===== config.mk =====
export PLATFORM = sky130hd
export DESIGN_NAME = ptp_ctrl
export DESIGN_NICKNAME = d
export VERILOG_FILES = /design/src/rtl/ptp_pkg.sv /design/src/rtl/ptp_ctrl.sv
export SDC_FILE = /design/constraint.sdc
export NUM_CORES = 1
export LEC_CHECK = 0
export BUFFER_PORTS_ARGS = -buffer_cell sky130_fd_sc_hd__clkbuf_2
export CAP_MARGIN = 5
export CORE_ASPECT_RATIO = 0.8
export CORE_MARGIN = 5
export CORE_UTILIZATION = 50
export DETAILED_ROUTE_END_ITERATION = 8
export PLACE_DENSITY = 0.71
export SLEW_MARGIN = 10
export SYNTH_ARGS = -nofsm -noshare
export SYNTH_HDL_FRONTEND = slang
export SYNTH_SLANG_ARGS = --single-unit

===== constraint.sdc =====
create_clock -name clk_i -period 3.6 [get_ports clk_i]
set_input_delay 0.36 -clock clk_i [delete_from_list [all_inputs] [get_ports clk_i]]
set_output_delay 0.36 -clock clk_i [all_outputs]
set_load 0.02 [all_outputs]

===== src/rtl/ptp_pkg.sv =====
// ----------------------------------------------------------------------------
// ptp_pkg
// Shared types, codes and saturation helpers of the point-to-point motion
// profiler.
// ----------------------------------------------------------------------------
package ptp_pkg;

  // Operation codes of an input item.
  localparam logic [1:0] OP_TICK  = 2'd0;
  localparam logic [1:0] OP_START = 2'd1;
  localparam logic [1:0] OP_STOP  = 2'd2;

  // Thresholds in Q16.16.
  localparam logic [31:0] NEAR_DIST  = 32'd66;
  localparam logic [33:0] NEAR_SPEED = 34'd328;
  localparam logic [31:0] MIN_DIR    = 32'd16;

  // Datapath steps issued by the controller.
  typedef enum logic [5:0] {
    ST_NOP,
    ST_START,
    ST_STOP,
    ST_FIRST,
    ST_MUL_DX,
    ST_MUL_DY,
    ST_SQRT_DIST,
    ST_TAKE_DIST,
    ST_CLEAR,
    ST_DIV_SIN,
    ST_TAKE_SIN,
    ST_DIV_COS,
    ST_TAKE_COS,
    ST_OLD_DIFF,
    ST_MUL_OX,
    ST_MUL_OY,
    ST_SQRT_OLD,
    ST_TAKE_OLD,
    ST_ZERO_OLD,
    ST_DIV_SO,
    ST_TAKE_SO,
    ST_DIV_CO,
    ST_TAKE_CO,
    ST_ROT1,
    ST_ROT2,
    ST_ROT3,
    ST_ROT4,
    ST_ROT5,
    ST_ROT6,
    ST_ROT7,
    ST_ROT8,
    ST_ROT9,
    ST_BRAKE,
    ST_DEC,
    ST_MUL_NN,
    ST_DIV_ARR,
    ST_TAKE_ARR,
    ST_DIV_VEL,
    ST_TAKE_VEL,
    ST_SQRT_N,
    ST_TAKE_ROOT,
    ST_DIV_CROSS,
    ST_TAKE_CROSS,
    ST_MOV1,
    ST_MOV2,
    ST_MOV3,
    ST_MOV4,
    ST_MOV5
  } step_e;

  typedef struct packed {
    logic  capture;
    logic  emit;
    step_e step;
  } cmd_t;

  typedef struct packed {
    logic [1:0] op;
    logic       near;
    logic       d_long;
    logic       g_long;
    logic       retarget;
    logic       braking;
    logic       div_busy;
    logic       sqrt_busy;
  } status_t;

  function automatic logic signed [31:0] sat32(input logic signed [63:0] v);
    if (v > 64'sd2147483647) begin
      sat32 = 32'sh7fffffff;
    end else if (v < -64'sd2147483648) begin
      sat32 = 32'sh80000000;
    end else begin
      sat32 = v[31:0];
    end
  endfunction

  // Difference clamped symmetrically to +-(2^31-1).
  function automatic logic signed [31:0] clamp_diff(input logic signed [32:0] v);
    if (v > 33'sd2147483647) begin
      clamp_diff = 32'sh7fffffff;
    end else if (v < -33'sd2147483647) begin
      clamp_diff = 32'sh80000001;
    end else begin
      clamp_diff = v[31:0];
    end
  endfunction

  // Direction component clamped to +-1.0 in Q1.16.
  function automatic logic signed [17:0] unit_clamp(input logic signed [48:0] v);
    if (v > 49'sd65536) begin
      unit_clamp = 18'sd65536;
    end else if (v < -49'sd65536) begin
      unit_clamp = -18'sd65536;
    end else begin
      unit_clamp = v[17:0];
    end
  endfunction

endpackage


===== src/rtl/ptp_ctrl.sv =====
// ----------------------------------------------------------------------------
// ptp_ctrl
// Controller of the motion profiler: sequences the datapath steps of one
// item and owns both handshakes.
// ----------------------------------------------------------------------------
module ptp_ctrl import ptp_pkg::*; (
  input  logic    clk_i,
  input  logic    rst_ni,
  input  logic    in_valid_i,
  output logic    in_stall_o,
  output logic    out_valid_o,
  input  logic    out_stall_i,
  input  status_t sts_i,
  output cmd_t    cmd_o
);

  localparam logic [5:0] S_IDLE    = 6'd0;
  localparam logic [5:0] S_DECODE  = 6'd1;
  localparam logic [5:0] S_FIRST   = 6'd2;
  localparam logic [5:0] S_SQX     = 6'd3;
  localparam logic [5:0] S_SQY     = 6'd4;
  localparam logic [5:0] S_DGO     = 6'd5;
  localparam logic [5:0] S_DWAIT   = 6'd6;
  localparam logic [5:0] S_NEAR    = 6'd7;
  localparam logic [5:0] S_CLEAR   = 6'd8;
  localparam logic [5:0] S_SINGO   = 6'd9;
  localparam logic [5:0] S_SINWAIT = 6'd10;
  localparam logic [5:0] S_COSGO   = 6'd11;
  localparam logic [5:0] S_COSWAIT = 6'd12;
  localparam logic [5:0] S_RETGT   = 6'd13;
  localparam logic [5:0] S_OLD     = 6'd14;
  localparam logic [5:0] S_OSQX    = 6'd15;
  localparam logic [5:0] S_OSQY    = 6'd16;
  localparam logic [5:0] S_GGO     = 6'd17;
  localparam logic [5:0] S_GWAIT   = 6'd18;
  localparam logic [5:0] S_GCHK    = 6'd19;
  localparam logic [5:0] S_ZOLD    = 6'd20;
  localparam logic [5:0] S_SOGO    = 6'd21;
  localparam logic [5:0] S_SOWAIT  = 6'd22;
  localparam logic [5:0] S_COGO    = 6'd23;
  localparam logic [5:0] S_COWAIT  = 6'd24;
  localparam logic [5:0] S_ROT1    = 6'd25;
  localparam logic [5:0] S_ROT2    = 6'd26;
  localparam logic [5:0] S_ROT3    = 6'd27;
  localparam logic [5:0] S_ROT4    = 6'd28;
  localparam logic [5:0] S_ROT5    = 6'd29;
  localparam logic [5:0] S_ROT6    = 6'd30;
  localparam logic [5:0] S_ROT7    = 6'd31;
  localparam logic [5:0] S_ROT8    = 6'd32;
  localparam logic [5:0] S_ROT9    = 6'd33;
  localparam logic [5:0] S_BRAKE   = 6'd34;
  localparam logic [5:0] S_DEC     = 6'd35;
  localparam logic [5:0] S_NN      = 6'd36;
  localparam logic [5:0] S_AGO     = 6'd37;
  localparam logic [5:0] S_AWAIT   = 6'd38;
  localparam logic [5:0] S_VGO     = 6'd39;
  localparam logic [5:0] S_VWAIT   = 6'd40;
  localparam logic [5:0] S_RGO     = 6'd41;
  localparam logic [5:0] S_RWAIT   = 6'd42;
  localparam logic [5:0] S_CGO     = 6'd43;
  localparam logic [5:0] S_CWAIT   = 6'd44;
  localparam logic [5:0] S_MOV1    = 6'd45;
  localparam logic [5:0] S_MOV2    = 6'd46;
  localparam logic [5:0] S_MOV3    = 6'd47;
  localparam logic [5:0] S_MOV4    = 6'd48;
  localparam logic [5:0] S_MOV5    = 6'd49;
  localparam logic [5:0] S_DONE    = 6'd50;

  logic [5:0] state_q, state_d;
  logic       out_valid_q, out_valid_d;
  logic       out_free;

  assign out_free = !out_valid_q || !out_stall_i;

  always_comb begin
    state_d       = state_q;
    cmd_o.capture = 1'b0;
    cmd_o.emit    = 1'b0;
    cmd_o.step    = ST_NOP;
    case (state_q)
      S_IDLE: begin
        cmd_o.capture = in_valid_i;
        if (in_valid_i) begin
          state_d = S_DECODE;
        end
      end
      S_DECODE: begin
        if (sts_i.op == OP_TICK) begin
          state_d = S_FIRST;
        end else begin
          state_d = S_DONE;
          if (sts_i.op == OP_START) begin
            cmd_o.step = ST_START;
          end else if (sts_i.op == OP_STOP) begin
            cmd_o.step = ST_STOP;
          end
        end
      end
      S_FIRST: begin cmd_o.step = ST_FIRST;     state_d = S_SQX;   end
      S_SQX:   begin cmd_o.step = ST_MUL_DX;    state_d = S_SQY;   end
      S_SQY:   begin cmd_o.step = ST_MUL_DY;    state_d = S_DGO;   end
      S_DGO:   begin cmd_o.step = ST_SQRT_DIST; state_d = S_DWAIT; end
      S_DWAIT: begin
        if (!sts_i.sqrt_busy) begin
          cmd_o.step = ST_TAKE_DIST;
          state_d    = S_NEAR;
        end
      end
      S_NEAR: begin
        if (sts_i.near) begin
          state_d = S_CLEAR;
        end else if (sts_i.d_long) begin
          state_d = S_SINGO;
        end else begin
          state_d = S_RETGT;
        end
      end
      S_CLEAR: begin cmd_o.step = ST_CLEAR;   state_d = S_DONE;    end
      S_SINGO: begin cmd_o.step = ST_DIV_SIN; state_d = S_SINWAIT; end
      S_SINWAIT: begin
        if (!sts_i.div_busy) begin
          cmd_o.step = ST_TAKE_SIN;
          state_d    = S_COSGO;
        end
      end
      S_COSGO: begin cmd_o.step = ST_DIV_COS; state_d = S_COSWAIT; end
      S_COSWAIT: begin
        if (!sts_i.div_busy) begin
          cmd_o.step = ST_TAKE_COS;
          state_d    = S_RETGT;
        end
      end
      S_RETGT: begin
        if (sts_i.retarget) begin
          state_d = S_OLD;
        end else if (sts_i.braking) begin
          state_d = S_BRAKE;
        end else begin
          state_d = S_DEC;
        end
      end
      S_OLD:  begin cmd_o.step = ST_OLD_DIFF; state_d = S_OSQX;  end
      S_OSQX: begin cmd_o.step = ST_MUL_OX;   state_d = S_OSQY;  end
      S_OSQY: begin cmd_o.step = ST_MUL_OY;   state_d = S_GGO;   end
      S_GGO:  begin cmd_o.step = ST_SQRT_OLD; state_d = S_GWAIT; end
      S_GWAIT: begin
        if (!sts_i.sqrt_busy) begin
          cmd_o.step = ST_TAKE_OLD;
          state_d    = S_GCHK;
        end
      end
      S_GCHK: state_d = sts_i.g_long ? S_SOGO : S_ZOLD;
      S_ZOLD: begin cmd_o.step = ST_ZERO_OLD; state_d = S_ROT1;   end
      S_SOGO: begin cmd_o.step = ST_DIV_SO;   state_d = S_SOWAIT; end
      S_SOWAIT: begin
        if (!sts_i.div_busy) begin
          cmd_o.step = ST_TAKE_SO;
          state_d    = S_COGO;
        end
      end
      S_COGO: begin cmd_o.step = ST_DIV_CO; state_d = S_COWAIT; end
      S_COWAIT: begin
        if (!sts_i.div_busy) begin
          cmd_o.step = ST_TAKE_CO;
          state_d    = S_ROT1;
        end
      end
      S_ROT1: begin cmd_o.step = ST_ROT1; state_d = S_ROT2; end
      S_ROT2: begin cmd_o.step = ST_ROT2; state_d = S_ROT3; end
      S_ROT3: begin cmd_o.step = ST_ROT3; state_d = S_ROT4; end
      S_ROT4: begin cmd_o.step = ST_ROT4; state_d = S_ROT5; end
      S_ROT5: begin cmd_o.step = ST_ROT5; state_d = S_ROT6; end
      S_ROT6: begin cmd_o.step = ST_ROT6; state_d = S_ROT7; end
      S_ROT7: begin cmd_o.step = ST_ROT7; state_d = S_ROT8; end
      S_ROT8: begin cmd_o.step = ST_ROT8; state_d = S_ROT9; end
      // A retarget (a new target while not stopped and not near) clears the braking phase, so the arrival law runs.
      S_ROT9:  begin cmd_o.step = ST_ROT9;    state_d = S_DEC;   end
      S_BRAKE: begin cmd_o.step = ST_BRAKE;   state_d = S_MOV1;  end
      S_DEC:   begin cmd_o.step = ST_DEC;     state_d = S_NN;    end
      S_NN:    begin cmd_o.step = ST_MUL_NN;  state_d = S_AGO;   end
      S_AGO:   begin cmd_o.step = ST_DIV_ARR; state_d = S_AWAIT; end
      S_AWAIT: begin
        if (!sts_i.div_busy) begin
          cmd_o.step = ST_TAKE_ARR;
          state_d    = S_VGO;
        end
      end
      S_VGO: begin cmd_o.step = ST_DIV_VEL; state_d = S_VWAIT; end
      S_VWAIT: begin
        if (!sts_i.div_busy) begin
          cmd_o.step = ST_TAKE_VEL;
          state_d    = S_RGO;
        end
      end
      S_RGO: begin cmd_o.step = ST_SQRT_N; state_d = S_RWAIT; end
      S_RWAIT: begin
        if (!sts_i.sqrt_busy) begin
          cmd_o.step = ST_TAKE_ROOT;
          state_d    = S_CGO;
        end
      end
      S_CGO: begin cmd_o.step = ST_DIV_CROSS; state_d = S_CWAIT; end
      S_CWAIT: begin
        if (!sts_i.div_busy) begin
          cmd_o.step = ST_TAKE_CROSS;
          state_d    = S_MOV1;
        end
      end
      S_MOV1: begin cmd_o.step = ST_MOV1; state_d = S_MOV2; end
      S_MOV2: begin cmd_o.step = ST_MOV2; state_d = S_MOV3; end
      S_MOV3: begin cmd_o.step = ST_MOV3; state_d = S_MOV4; end
      S_MOV4: begin cmd_o.step = ST_MOV4; state_d = S_MOV5; end
      S_MOV5: begin cmd_o.step = ST_MOV5; state_d = S_DONE; end
      S_DONE: begin
        if (out_free) begin
          cmd_o.emit = 1'b1;
          state_d    = S_IDLE;
        end
      end
      default: state_d = S_IDLE;
    endcase
  end

  always_comb begin
    out_valid_d = out_valid_q;
    if (out_valid_q && !out_stall_i) begin
      out_valid_d = 1'b0;
    end
    if (cmd_o.emit) begin
      out_valid_d = 1'b1;
    end
  end

  always_ff @(posedge clk_i or negedge rst_ni) begin
    if (!rst_ni) begin
      state_q     <= S_IDLE;
      out_valid_q <= 1'b0;
    end else begin
      state_q     <= state_d;
      out_valid_q <= out_valid_d;
    end
  end

  assign in_stall_o  = (state_q != S_IDLE);
  assign out_valid_o = out_valid_q;

endmodule


# == Yosys cells after proc, flatten, opt, wreduce, memory -nomap -nowiden ==
# Index checks and enable logic that the tools add are counted.
# word_totals
ff_bits,7
inputBits,13
out_inout_bits,10
elab_cells,114
# classes
eq_ne,64
n_mux,38
reduce_logical,10
# ops
op,n
one-hot mux 6 bit (50 select lines),1
one-hot mux 6 bit (46 select lines),1
two-way mux 6 bit,20
"equality test 6 bit, second input constant",19
"equality test 6 x 5 -> 1 bit, second input constant",16
"equality test 6 x 4 -> 1 bit, second input constant",8
"equality test 6 x 3 -> 1 bit, second input constant",4
"inequality test 2 bit, second input constant",12
two-way mux 5 bit,3
"equality test 6 x 2 -> 1 bit, second input constant",2
AND reduction 12 bit,1
two-way mux 3 bit,3
two-way mux 4 bit,2
two-way mux 1 bit,7
"equality test 6 x 1 -> 1 bit, second input constant",1
logical NOT 6 bit,1
nonzero test 6 bit,1
"equality test 2 x 1 -> 1 bit, second input constant",1
"equality test 2 bit, second input constant",1
logical NOT 1 bit,2
logical NOT 2 bit,1
two-way mux 2 bit,1
nonzero test 2 bit,1
OR reduction 2 bit,1
2 further kinds,2

# == Depth between registers and ports, before layout ==
# Gate-level depths: netlist of run 1.
# logic_depth
ltp_word,5
mapped_depth,8
ltp_nobuf,5

# == Worst setup path before layout of run 1 ==
# Ideal clock, no wire load.
# synth_timing
path_kind,register to output
start,register state_q[5]
end,output cmd_o[0] (netlist bit)
arrival_time_ns,1.631
t_required_ns,3.240
slack_ns,1.609
path_stages_with_launch,8
path_buffers,2
path_cell_list,dfrtp_1 -> buf_4 -> buf_6 -> xnor2_1 -> a2bb2oi_1 -> o22ai_1 -> a221o_1 -> or3_1
# synth_lines
element,line,rtl
from (decl),ptp_ctrl.sv:69,"logic [5:0] state_q, state_d;"
from (signal assigned),ptp_ctrl.sv:239,state_q <= state_d;
to (decl),ptp_ctrl.sv:14,output cmd_t cmd_o

==> impl_metrics.env, run 1 <==
export IMPL_num_fill_cells=299
export IMPL_numClockSinks=7
export IMPL_yosys_area_share_simple_pct=33.5
export IMPL_timing_rr_start="state_q[0]$_DFFE_PN0P_"
export IMPL_start_kind="flop"
export IMPL_cts_setup_buffers=0
export IMPL_path_clk_slew_ns=0.04
export IMPL_worst_slew_pin_slew_ns=0.793
export IMPL_cp_max_fo=18
export IMPL_async_flop_share_pct=100
export IMPL_peakVddDrop_mv=0.475
export IMPL_yosysWarnings=0
export IMPL_status="finished, final reports clean"
export IMPL_min_to="out_valid_o$_DFFE_PN0P_"
export IMPL_setup_viol=0
export IMPL_setup_worst_path_end_class="output pin"
export IMPL_first_global_vias=1637
export IMPL_period_needed_ns=2.91
export IMPL_mostFrequentLayoutCell="clkbuf_2"
export IMPL_drt_initial_drc_count=345
export IMPL_synth_adder_area_share_pct=0.628
export IMPL_grt_max_degree=25
export IMPL_syn_num_nets=251
export IMPL_dieWidth_um=73.1
export IMPL_drtAntennaViolNets=0
export IMPL_synth_area_mux_share_pct=3.93
export IMPL_crit_start="state_q[5]$_DFFE_PN0P_"
export IMPL_synth_compound_gate_area_share_pct=37.0
export IMPL_cts_hold_buf=1
export IMPL_postSynthAreaPerCell_sq_um=6.69
export IMPL_hold_viol=0
export IMPL_clkLatencyLatePin_ns=0.22
export IMPL_io_pins=23
export IMPL_via_per_inst=6.87
export IMPL_clock_fmax_mhz=344
export IMPL_power_density_nw_per_um2=1090
export IMPL_start_util_pct=51.6
export IMPL_ys_flop_type="dfrtp_1"
export IMPL_antenna_found_initial=0
export IMPL_post_cts_resized=0
export IMPL_fin_tns_setup_ns=0
export IMPL_die_area_sq_um=4420
export IMPL_root_buffer="clkbuf_8"
export IMPL_dpl_hpwl_um=3740
export IMPL_coreArea_sq_um=3090
export IMPL_synth_top_family_by_area="compound AO/OA/AOI/OAI gates"
export IMPL_antenna_cells=0
export IMPL_timing_hold_ws_ns=0.397
export IMPL_drv_cap=0
export IMPL_cts_buffers=3
export IMPL_multi_input_area_sq_um=1220
export IMPL_rsz0062_at_grt="false"
export IMPL_synth_edff_count=0
export IMPL_synth_seq_cells=7
export IMPL_reg2regPathDepth=6
export IMPL_seq_area_frac_synth_pct=11.0
export IMPL_layout_common_cells="clkbuf_2, nor2_1, a21oi_1, nand2_1, o21ai_0"
export IMPL_cts_tree="done"
export IMPL_drc=0
export IMPL_instances_no_fill=286
export IMPL_via_count=1964
export IMPL_grt_pass1_wl_um=8240
export IMPL_rrSetupSlack_ns=1.22
export IMPL_synth_xor_area_share_pct=1.65
export IMPL_die_h_um=60.5
export IMPL_hp_start="out_stall_i"
export IMPL_synth_cell_types=59
export IMPL_final_layout_size_suffix_gt1_share_pct=16.7
export IMPL_hp_class="primary input to flop"
export IMPL_syn_area_sq_um=1590
export IMPL_critical_path_class="flop to output pin"
export IMPL_regArea_sq_um=175
export IMPL_leakage_nw=0.687
export IMPL_clock_path_buffers=2
export IMPL_first_pass_iters=7
export IMPL_worst_endpoint_arrival_ns=2.55
export IMPL_numPlacedInstances=281
export IMPL_rows=18
export IMPL_min_path_cells=3
export IMPL_place_gp_congestion=0.987
export IMPL_slew_headroom_pct=47.2
export IMPL_htreeDepth=1
export IMPL_finalCritPeriodShare_pct=80.8
export IMPL_grt_overflow=0
export IMPL_slew_viol_final=0
export IMPL_worstPathRequired_ns=3.24
export IMPL_nNetsFinal=260
export IMPL_grtUsageTotal_pct=23.5
export IMPL_finalClockSkew_ns=0.00185
export IMPL_syn2layout_area_growth_pct=6.83
export IMPL_finalWirelength_um=5150
export IMPL_synthCells=238
export IMPL_r2r_end="state_q[1]$_DFFE_PN0P_"
export IMPL_wl_per_cell_um=18.0
export IMPL_port_buffers=22
==> critical path, cell delays in order, from the launching register on <==
cell and delay (ns):
dfrtp_1 0.60, nor2b_1 0.69, nand2_1 0.12, o41ai_1 0.54, or3_1 0.21, clkbuf_2 0.16
==> logic make-up after synthesis <==
kind of cell | count (synthesis)
flops | 7
compound gates | 84
simple gates | 102
buf+inv | 35
xor+xnor | 3
mux | 6
fa+ha+maj | 1
==> synth_stat cells, drive strengths merged, types with 4 or more instances <==
master / number / area share [%]
nor2b: 10 / 3.9
mux2i: 4 / 2.5
nor3: 11 / 3.5
o21ai: 15 / 4.7
nand2b: 11 / 4.3
o211ai: 4 / 1.9
nor4: 5 / 2.0
nand3: 13 / 4.1
a21oi: 18 / 5.7
nand4: 4 / 1.6
nand2: 16 / 3.8
dfrtp: 7 / 11
o22ai: 8 / 3.9
nor2: 20 / 4.7
inv: 8 / 1.9
buf: 24 / 9.7
==> layout make-up <==
cell class	instances	area share, %
clock buffer	4	2.65
inverter	8	1.76
multi-input combinational	196	71.8
sequential	7	10.3
tap	40	2.94
timing repair buffer	31	10.6
==> flip-flops by register name (all words and copies together) (netlist names) <==
name and flops:
out_valid_o 1, state_q 6
==> worst max path at each step <==
stage	cells after the start	to
5_1_grt	5	cmd_o[0]
3_3_place_gp	5	cmd_o[0]
2_1_floorplan	7	cmd_o[0]
3_5_place_dp	5	cmd_o[0]
4_1_cts	5	cmd_o[0]
6_report	5	cmd_o[0]
==> power by group <==
group	switching (W)	internal, W	total, W
sequential	0.000158	0.000113	0.000271
clock	0.0000305	0.0000763	0.000107
combinational	0.000901	0.000576	0.00148
total	0.00109	0.000766	0.00186
==> per-layer routing <==
layer,up-vias,wire length [um],track usage [%]
met5,-,0,0
met4,0,74,4.47
met3,10,654,6.29
met2,144,2200,33.5
met1,893,2220,35.5
li1,917,-,-
==> through the flow <==
step	utilization, %	setup slack, ns	area (sq um)	power, W
detailed placement	53.4	1.07	1650	0.00169
global placement	53.4	1.03	1650	0.00171
floorplan	-	1.61	1590	0.00140
CTS	55.2	0.805	1700	0.00181
finish	55.2	0.690	1700	0.00186
global route	55.2	0.594	1700	0.00200
No activity file was read; power rests on OpenSTA's default activity.
==> inputs of run 2 (changes only) <==
--- a/config.mk
+++ b/config.mk
@@ -5,13 +5,14 @@
 export SDC_FILE = /design/constraint.sdc
 export NUM_CORES = 1
 export LEC_CHECK = 0
+export ABC_AREA = 1
 export BUFFER_PORTS_ARGS = -buffer_cell sky130_fd_sc_hd__clkbuf_2
 export CAP_MARGIN = 5
 export CORE_ASPECT_RATIO = 0.8
 export CORE_MARGIN = 5
 export CORE_UTILIZATION = 50
 export DETAILED_ROUTE_END_ITERATION = 8
-export PLACE_DENSITY = 0.71
+export PLACE_DENSITY = 0.74
 export SLEW_MARGIN = 10
 export SYNTH_ARGS = -nofsm -noshare
 export SYNTH_HDL_FRONTEND = slang
==> constraint.sdc (replaced) <==
create_clock -name clk_i -period 2.36 [get_ports clk_i]
set_input_delay 0.236 -clock clk_i [delete_from_list [all_inputs] [get_ports clk_i]]
set_output_delay 0.236 -clock clk_i [all_outputs]
set_load 0.02 [all_outputs]
==> run 2 against run 1 <==
Power up 17%. Final area up 3.5%. Final cell count up 35%. Global-route usage up 6.1 points. First-iteration DRC count up 78%. Worst setup slack worse by 0.60 ns. Die area down 3.4%. Sequential cell count unchanged. Critical endpoint unchanged.
==> impl_metrics.env, run 2 <==
export IMPL_status="finished, final reports clean"
export IMPL_synth_edff_count=0
export IMPL_synthCells=318
export IMPL_setup_worst_path_end_class="output pin"
export IMPL_cp_max_fo=6
export IMPL_async_flop_share_pct=100
export IMPL_synth_commonest_cells="nand2_1, nor2_1, inv_1"
export IMPL_leakage_nw=1.20
export IMPL_synth_top_area_share_pct=30.0
export IMPL_dieWidth_um=71.8
export IMPL_min_path_cells=3
export IMPL_r2r_end="state_q[4]$_DFFE_PN0P_"
export IMPL_drv_cap=0
export IMPL_worstPathRequired_ns=2.12
export IMPL_htreeDepth=1
export IMPL_via_per_inst=6.10
export IMPL_slew_headroom_pct=72.3
export IMPL_synthTopCellsByArea="nand2_1, nor2_1, dfrtp_1, nand3_1, inv_1"
export IMPL_finalClockSkew_ns=0.00322
export IMPL_design_area_sq_um=1760
export IMPL_cp_slowest_cell="dfrtp_1"
export IMPL_numClockSinks=7
export IMPL_path_clk_slew_ns=0.05
export IMPL_mostFrequentLayoutCell="nand2_1"
export IMPL_nNetsFinal=360
export IMPL_worst_slew_pin_slew_ns=0.414
export IMPL_drtAntennaViolNets=0
export IMPL_die_area_sq_um=4270
export IMPL_num_fill_cells=337
export IMPL_yosysWarnings=0
export IMPL_critPathTopFamily="simple AND/OR/NAND/NOR gates"
export IMPL_place_gp_congestion=1.07
export IMPL_first_global_vias=2042
export IMPL_finalCritPeriodShare_pct=96.3
export IMPL_root_buffer="clkbuf_8"
export IMPL_largest_register_ffs=6
export IMPL_dpl_hpwl_um=5100
export IMPL_hold_viol=0
export IMPL_grt_overflow=0
export IMPL_layout_common_cells="nand2_1, nor2_1, inv_1, nand3_1, clkbuf_2"
export IMPL_syn_area_sq_um=1530
export IMPL_ys_flop_type="dfrtp_1"
export IMPL_drt_initial_drc_count=615
export IMPL_wl_per_cell_um=16.5
export IMPL_worst_endpoint_arrival_ns=2.04
export IMPL_clock_path_buffers=2
export IMPL_synth_cell_types=25
export IMPL_reg2regPathDepth=11
export IMPL_timing_hold_ws_ns=0.257
export IMPL_antenna_found_initial=0
export IMPL_port_buffers=22
export IMPL_final_layout_size_suffix_gt1_share_pct=13.3
export IMPL_die_h_um=59.5
export IMPL_postSynthAreaPerCell_sq_um=4.81
export IMPL_synth_area_leader_cell="nand2_1"
export IMPL_path_cells="inv_1 > nand2_1 > nor2_1 > nand2_1 > nand2_1 > nor2_1 > nand4_1 > nor2_1 > nand3_1 > clkbuf_2"
export IMPL_place_area_sq_um=1690
export IMPL_grt_max_degree=18
export IMPL_synth_seq_cells=7
export IMPL_peakVddDrop_mv=0.866
export IMPL_via_count=2356
export IMPL_crit_start="state_q[3]$_DFFE_PN0P_"
export IMPL_slew_viol_final=0
export IMPL_seq_area_frac_synth_pct=11.5
export IMPL_clock_fmax_mhz=440
export IMPL_coreArea_sq_um=3020
export IMPL_max_flop_register="state_q"
export IMPL_grtUsageTotal_pct=29.6
export IMPL_syn2layout_area_growth_pct=15.1
export IMPL_rrSetupSlack_ns=0.52
export IMPL_cts_buffers=3
export IMPL_syn_num_nets=331
export IMPL_period_needed_ns=2.27
export IMPL_start_kind="flop"
export IMPL_first_pass_iters=8
export IMPL_rows=18
export IMPL_critPathBufInv=2
export IMPL_critical_path_class="flop to output pin"
export IMPL_drc=0
export IMPL_cts_tree="done"
export IMPL_power_density_nw_per_um2=1230
export IMPL_clkLatencyLatePin_ns=0.23
export IMPL_hp_class="primary input to flop"
export IMPL_finalWirelength_um=6390
export IMPL_hp_start="out_stall_i"
export IMPL_min_to="out_valid_o$_DFFE_PN0P_"
export IMPL_yosysMostFrequentCell="nand2_1"
export IMPL_setup_viol=0
export IMPL_io_pins=23
export IMPL_antenna_cells=0
export IMPL_critPathMaxStageDelay_ns=0.46
export IMPL_start_util_pct=50.7
export IMPL_timing_rr_start="state_q[3]$_DFFE_PN0P_"
export IMPL_grt_pass1_wl_um=9740
run 2: changes by cell type after synthesis, sizes merged, moves of 8 or more:
cell	delta
nor2b	-10
nor2	+43
nand2	+109
inv	+30
nand2b	-11
buf	-19
o22ai	-8
nand3	+18
a21oi	-12
run 2: logic make-up (layout without fill, tap and decap cells):
kind of cell / count (synthesis) / count (layout) / synth area share (%)
AOI/OAI and AO/OA: 21 / 21 / 7.86
buffers and inverters: 44 / 72 / 11.9
DFF: 7 / 7 / 11.5
and+or+nand+nor: 246 / 246 / 68.7
run 2: cell type report:
cell class | instances | area, sq um | share of cell area [%]
multi-input combinational | 267 | 1170 | 66.7
clock inverter | 1 | 5.00 | 0.284
timing repair buffer | 30 | 173 | 9.81
sequential | 7 | 175 | 9.95
inverter | 38 | 143 | 8.10
clock buffer | 3 | 41.3 | 2.35
tap | 40 | 50.0 | 2.84
run 2: per-layer routing:
metal	track usage [%]	wire [um]	vias up
met5	0	0	-
met4	10.5	293	0
met3	5.42	1050	45
met2	45.7	2660	251
met1	41.4	2380	989
li1	-	-	1071
run 2: worst max path at each step:
stage	depth (start not counted)	slack, ns	endpoint
after floorplan	4	0.65	cmd_o[7]
after global placement	10	0.41	cmd_o[4]
after detailed placement	10	0.38	cmd_o[2]
after CTS	10	0.13	cmd_o[2]
after global routing	10	-0.01	cmd_o[2]
final	10	0.09	cmd_o[0]
run 2: power breakdown:
part,leakage [nW],switching [W],total (W),internal [W]
clock,0.0255,0.0000589,0.000174,0.000115
combinational,1.08,0.00121,0.00172,0.000514
sequential,0.0900,0.0000907,0.000267,0.000176
total,1.20,0.00136,0.00216,0.000805
run 2: stage by stage:
stage / power (W) / utilization, % / instances / TNS [ns] / setup WS [ns]
floorplan: 0.00142 / - / 318 / 0 / 0.655
global placement: 0.00190 / 55.9 / 379 / 0 / 0.409
detailed placement: 0.00189 / 55.9 / 379 / 0 / 0.380
CTS: 0.00207 / 57.8 / 384 / 0 / 0.132
global route: 0.00231 / 58.3 / 386 / -0.0102 / -0.0102
finish: 0.00216 / 58.3 / 386 / 0 / 0.0867
run 2: worst min-delay path: cells and delay by family:
family                 cells  cell delay [ns]
buffers and inverters      1             0.08
AND/OR/NAND/NOR            2             0.14
run 2: repair_timing:
| item | in CTS | in global routing |
|---|---|---|
| setup buffers | 0 | 2 |
| gates resized for setup | 0 | 2 |
| endpoints found under the hold margin | 7 | 0 |
| setup endpoints to repair | 0 | 4 |
| hold buffers | 1 | 0 |
